[config.mk]
export PLATFORM = sky130hd
export DESIGN_NAME = ffha_front
export DESIGN_NICKNAME = d
export VERILOG_FILES = /design/src/hdl/first_fit_heap_allocator_defines.svh /design/src/hdl/ffha_pkg.sv /design/src/hdl/ffha_front.sv
export SDC_FILE = /design/constraint.sdc
export NUM_CORES = 1
export LEC_CHECK = 0
export BUFFER_PORTS_ARGS = -buffer_cell sky130_fd_sc_hd__buf_2
export CAP_MARGIN = 20
export CORE_MARGIN = 2
export CORE_UTILIZATION = 53
export DETAILED_ROUTE_END_ITERATION = 8
export PLACE_DENSITY = 0.92
export SLEW_MARGIN = 20
export SYNTH_ARGS = -nofsm -noshare
export SYNTH_HDL_FRONTEND = slang
export SYNTH_SLANG_ARGS = --single-unit
[constraint.sdc]
create_clock -name clk -period 4.2 [get_ports clk]
set_input_delay 0.84 -clock clk [delete_from_list [all_inputs] [get_ports clk]]
set_output_delay 0.84 -clock clk [all_outputs]
set_load 0.01 [all_outputs]
[src/hdl/first_fit_heap_allocator_defines.svh]
// assertion helpers used by the top level, which checks itself
`ifndef FIRST_FIT_HEAP_ALLOCATOR_DEFINES_SVH
`define FIRST_FIT_HEAP_ALLOCATOR_DEFINES_SVH

// consequent must hold in the cycle in which the antecedent holds
`define FFHA_ASSERT_IMPLY(label, ante, cons) \
    label: assert property (@(posedge clk) disable iff (!rst_n) (ante) |-> (cons)) \
        else $error("allocator check failed");

// condition must hold at every clock edge out of reset
`define FFHA_ASSERT_ALWAYS(label, cond) `FFHA_ASSERT_IMPLY(label, 1'b1, cond)

`endif

[src/hdl/ffha_pkg.sv]
package ffha_pkg;

    localparam int MAX_BLOCKS     = 64;
    localparam int HEADER_BYTES   = 20;
    localparam int MIN_SPLIT_REST = 4;
    localparam int IDX_W          = $clog2(MAX_BLOCKS);
    localparam int CNT_W          = $clog2(MAX_BLOCKS + 1);
    localparam int SIZE_W         = 24;
    localparam int ADDR_W         = 32;
    localparam int HSIZE_W        = 25;
    localparam int CFG_IDX_W      = 1;

    localparam logic [HSIZE_W-1:0] HEAP_SIZE_RESET = 25'd1048576;
    localparam logic [SIZE_W-1:0]  HDR_SZ          = SIZE_W'(HEADER_BYTES);
    localparam logic [ADDR_W-1:0]  HDR_AD          = ADDR_W'(HEADER_BYTES);
    localparam logic [SIZE_W:0]    SPLIT_EXTRA     = (SIZE_W + 1)'(HEADER_BYTES + MIN_SPLIT_REST);
    localparam logic [CNT_W-1:0]   MAX_CNT         = CNT_W'(MAX_BLOCKS);

    localparam logic [CFG_IDX_W-1:0] CFG_HEAP_BASE = 1'b0;
    localparam logic [CFG_IDX_W-1:0] CFG_HEAP_SIZE = 1'b1;

    typedef enum logic [1:0] {
        ST_OK      = 2'd0,
        ST_NOFIT   = 2'd1,
        ST_BADARG  = 2'd2,
        ST_BADADDR = 2'd3
    } status_t;

    typedef enum logic [1:0] {
        K_ALLOC = 2'd0,
        K_FREE  = 2'd1,
        K_BAD   = 2'd2
    } kind_t;

    typedef struct packed {
        logic [SIZE_W-1:0] offset;
        logic [SIZE_W-1:0] payload;
        logic              is_free;
    } entry_t;

    typedef struct packed {
        kind_t             kind;
        logic [SIZE_W-1:0] size;
        logic [ADDR_W-1:0] addr;
    } req_t;

    typedef struct packed {
        logic [ADDR_W-1:0] addr;
        status_t           status;
    } res_t;

    typedef struct packed {
        logic [ADDR_W-1:0]  base;
        logic               load;
        logic [HSIZE_W-1:0] load_size;
    } cfg_t;

    typedef struct packed {
        logic             busy;
        logic [CNT_W-1:0] count;
    } stat_t;

    // first block payload for a given heap size, clamped at both ends
    function automatic logic [SIZE_W-1:0] init_payload(input logic [HSIZE_W-1:0] hs);
        logic [HSIZE_W-1:0] p;
        begin
            if (hs < HSIZE_W'(HEADER_BYTES))
                p = '0;
            else
                p = hs - HSIZE_W'(HEADER_BYTES);
            if (p[HSIZE_W-1])
                return '1;
            return p[SIZE_W-1:0];
        end
    endfunction

endpackage

[src/hdl/ffha_front.sv]
module ffha_front (
    input  logic                        clk,
    input  logic                        rst_n,
    input  logic                        push,
    output logic                        full,
    input  logic                        func,
    input  logic [ffha_pkg::SIZE_W-1:0] req_size,
    input  logic [ffha_pkg::ADDR_W-1:0] free_addr,
    output logic                        req_valid,
    output ffha_pkg::req_t              req,
    input  logic                        req_pop
);

    ffha_pkg::req_t q_reg [2];
    ffha_pkg::req_t q_next [2];
    logic [1:0]     cnt_reg, cnt_next;
    ffha_pkg::req_t in_req;
    logic           do_push, do_pop;
    logic [1:0]     wpos;

    // classify: bad arguments are settled here, the back end only answers them
    always_comb
    begin
        in_req.size = req_size;
        in_req.addr = free_addr;
        if (func)
            in_req.kind = (free_addr == '0) ? ffha_pkg::K_BAD : ffha_pkg::K_FREE;
        else
            in_req.kind = (req_size == '0) ? ffha_pkg::K_BAD : ffha_pkg::K_ALLOC;
    end

    assign full      = (cnt_reg == 2'd2);
    assign req_valid = (cnt_reg != 2'd0);
    assign req       = q_reg[0];
    assign do_push   = push && !full;
    assign do_pop    = req_pop && req_valid;
    assign wpos      = cnt_reg - {1'b0, do_pop};

    always_comb
    begin
        q_next[0] = q_reg[0];
        q_next[1] = q_reg[1];
        if (do_pop)
        begin
            q_next[0] = q_reg[1];
        end
        if (do_push)
        begin
            q_next[wpos[0]] = in_req;
        end
        cnt_next = cnt_reg + {1'b0, do_push} - {1'b0, do_pop};
    end

    always_ff @(posedge clk or negedge rst_n)
    begin
        if (!rst_n)
        begin
            cnt_reg <= '0;
        end
        else
        begin
            cnt_reg <= cnt_next;
        end
    end

    always_ff @(posedge clk)
    begin
        q_reg[0] <= q_next[0];
        q_reg[1] <= q_next[1];
    end

endmodule

==> qor.yml <==
cp-startpoint: "cnt_reg[1]"
critPathCaptureType: "primary output"
synthArstFlopShare_pct: 1.69
tritoncts: "done"
synth.net_count: 471
r2r_cells: 5
hp-class: "in2async"
worst_slew_pin_slew_ns: 0.792
grt_overflow: 0
ys.flop_type: "edfxtp_1"
initial_utilization_pct: 55.1
drive_gt1_share_pct: 32.4
cts_buffer_depth: 2
use_met3_pct: 5.34
max-vdd-ir-drop_v: 0.000385
syn2layout_area_growth_pct: 15.6
cts_sinks: 118
wl_per_cell_um: 15.5
die_w_um: 99.7
start_kind: "register"
htree_levels: 4
min_period_ns: 2.17
status: "finished clean"
path_max_fanout: 4
hold_viol: 0
io_buffers: 120
power_density_nw_per_um2: 775
grt_pass1_wl_mm: 14.8
r2r_end: "q_reg[0][51]"
ff2ff_setup_slack_ns: 2.07
clk_latency_ns: 0.49
core_area_um2: 8810
ys_warn_count: 0
slew_headroom_pct: 47.2
fin_tns_setup_ns: 0
vias_per_cell: 5.09
p_leak_nw: 2.34
synth.top_cell.area_share_pct: 35.9
cts_made_buffers: 17
postCtsSetupRepairBufs: 0
crit_type: "reg2out"
seq_area_um2: 2950
multi_input_area_um2: 1340
synth_area_um2: 4860
num_rows: 34
place_congestion: 0.753
fin_skew_ns: 0.0111
drc: 0
finalMaxSlewViolations: 0
ios: 121
post-route-period-util_pct: 51.6
busiest_layer: "met2"
grt_pass1_vias: 3077
synth_edf_count: 58
cts_hold_buf: 0
insertedDiodeCount: 0
synth_cell_types: 27
r2r_start: "cnt_reg[0]"
die_h_um: 99.7
fillCellCount: 698
first_pass_iters: 4
ys_seq_area_share_pct: 60.8
yosys.area.top_type: "edfxtp_1"
vias: 3016
clk_pin_slew_ns: 0.06
grt_util_met2_pct: 32.0
grtUsageTotal_pct: 19.2
cts_resized: 0
grt_use_met1_pct: 24.0
arrival_ns: 1.33
dr.first_iter.drc_count: 127
hpwl_mm: 6.08
required_ns: 3.36
grt_start_max_net_pins: 70
die_area_um2: 9940
holdWs_ns: 0.120
ys_seq_elements: 118
finalSetupViolations: 0
syn_area_per_cell_um2: 11.9
synthCells: 408
netlist_top_cells_area: "edfxtp_1 36%, dfxtp_1 24%, mux2i_1 12%, buf_4 9.1%, a21oi_1 5.8%"
layout.nets: 535
max_freq_mhz: 461
root_buffer: "clkbuf_8"
rsz0062_at_grt: "false"
drt-total-wl_mm: 9.16
ant_nets: 0
antenna_found_initial: 0
max_cap_viol_count: 0
[layout make-up]
class	instances	share of cell area, %
clock buffer	17	7.38
clock inverter	14	2.43
inverter	2	0.134
multi-input combinational	210	23.9
sequential	118	52.6
tap	108	2.41
timing repair buffer	123	11.1
[worst max-delay path, cell delays in order, from the launching register on]
cell     delay (ns)
dfrtp_1        0.42
or2_1          0.27
buf_2          0.15
[per-stage QoR]
stage               setup slack, ns  total power, mW  area, µm²  instances  util [%]
floorplan                     0.401             2.98       4860        408         -
global placement               1.69             2.98       5060        561      57.5
detailed placement             1.61             3.05       5060        561      57.5
CTS                            2.01             4.39       5610        592      63.7
global route                   1.87             4.59       5610        592      63.7
finish                         2.03             4.35       5610        592      63.7
[cells in the mapped netlist (all sizes together) (2+ instances only)]
cell type / count
ha: 2
a21oi: 56
nor4: 13
dfrtp: 2
mux2i: 57
clkbuf: 7
buf: 71
edfxtp: 58
nand2: 4
or2: 2
nor2: 61
xnor2: 2
dfxtp: 58
nor3: 2
inv: 2
nand4: 3
[power breakdown]
part / internal [mW] / switching [mW]
logic: 0.550 / 0.708
registers: 1.59 / 0.172
clock network: 0.833 / 0.493
[layer usage]
metal / wire (µm) / part of all wire [%]
met1: 4000 / 44
met2: 4610 / 50
met3: 527 / 5.8
met4: 17 / 0.19
met5: 0 / 0
[cells by family (layout without fill, tap and decap cells)]
family	Yosys count	count (layout)	share of synthesized area [%]
buf+inv	80	156	12.0
flops	118	118	60.8
xor+xnor	2	2	0.361
compound gates	60	60	6.47
fa+ha+maj	2	2	0.515
mux	58	58	12.0
simple gates	88	88	7.91
[cell usage in the layout (no fill, tap or decap), types with 3 or more instances in the layout]
| master | synthesis | final |
|---|---|---|
| clkbuf_16 | 0 | 16 |
| nor2_1 | 61 | 60 |
| buf_2 | 5 | 120 |
| dfxtp_1 | 58 | 58 |
| a21oi_1 | 56 | 56 |
| edfxtp_1 | 58 | 58 |
| mux2i_1 | 57 | 57 |
| nand2_1 | 4 | 4 |
| clkinv_2 | 0 | 4 |
| nor4_1 | 13 | 13 |
| buf_4 | 59 | 3 |
| clkinvlp_4 | 0 | 3 |
| nand4_1 | 3 | 3 |
[worst max path at each step]
| stage | endpoint | depth (start not counted) | slack, ns |
|---|---|---|---|
| global route | q_reg[0][49] | 5 | 1.87 |
| CTS | req_valid | 2 | 2.01 |
| global placement | cnt_reg[1] | 7 | 1.69 |
| detailed placement | q_reg[0][4] | 5 | 1.61 |
| finish | req_valid | 2 | 2.03 |
| floorplan | register | 2 | 0.40 |
Note: power is estimated with default switching activity, not from simulation.
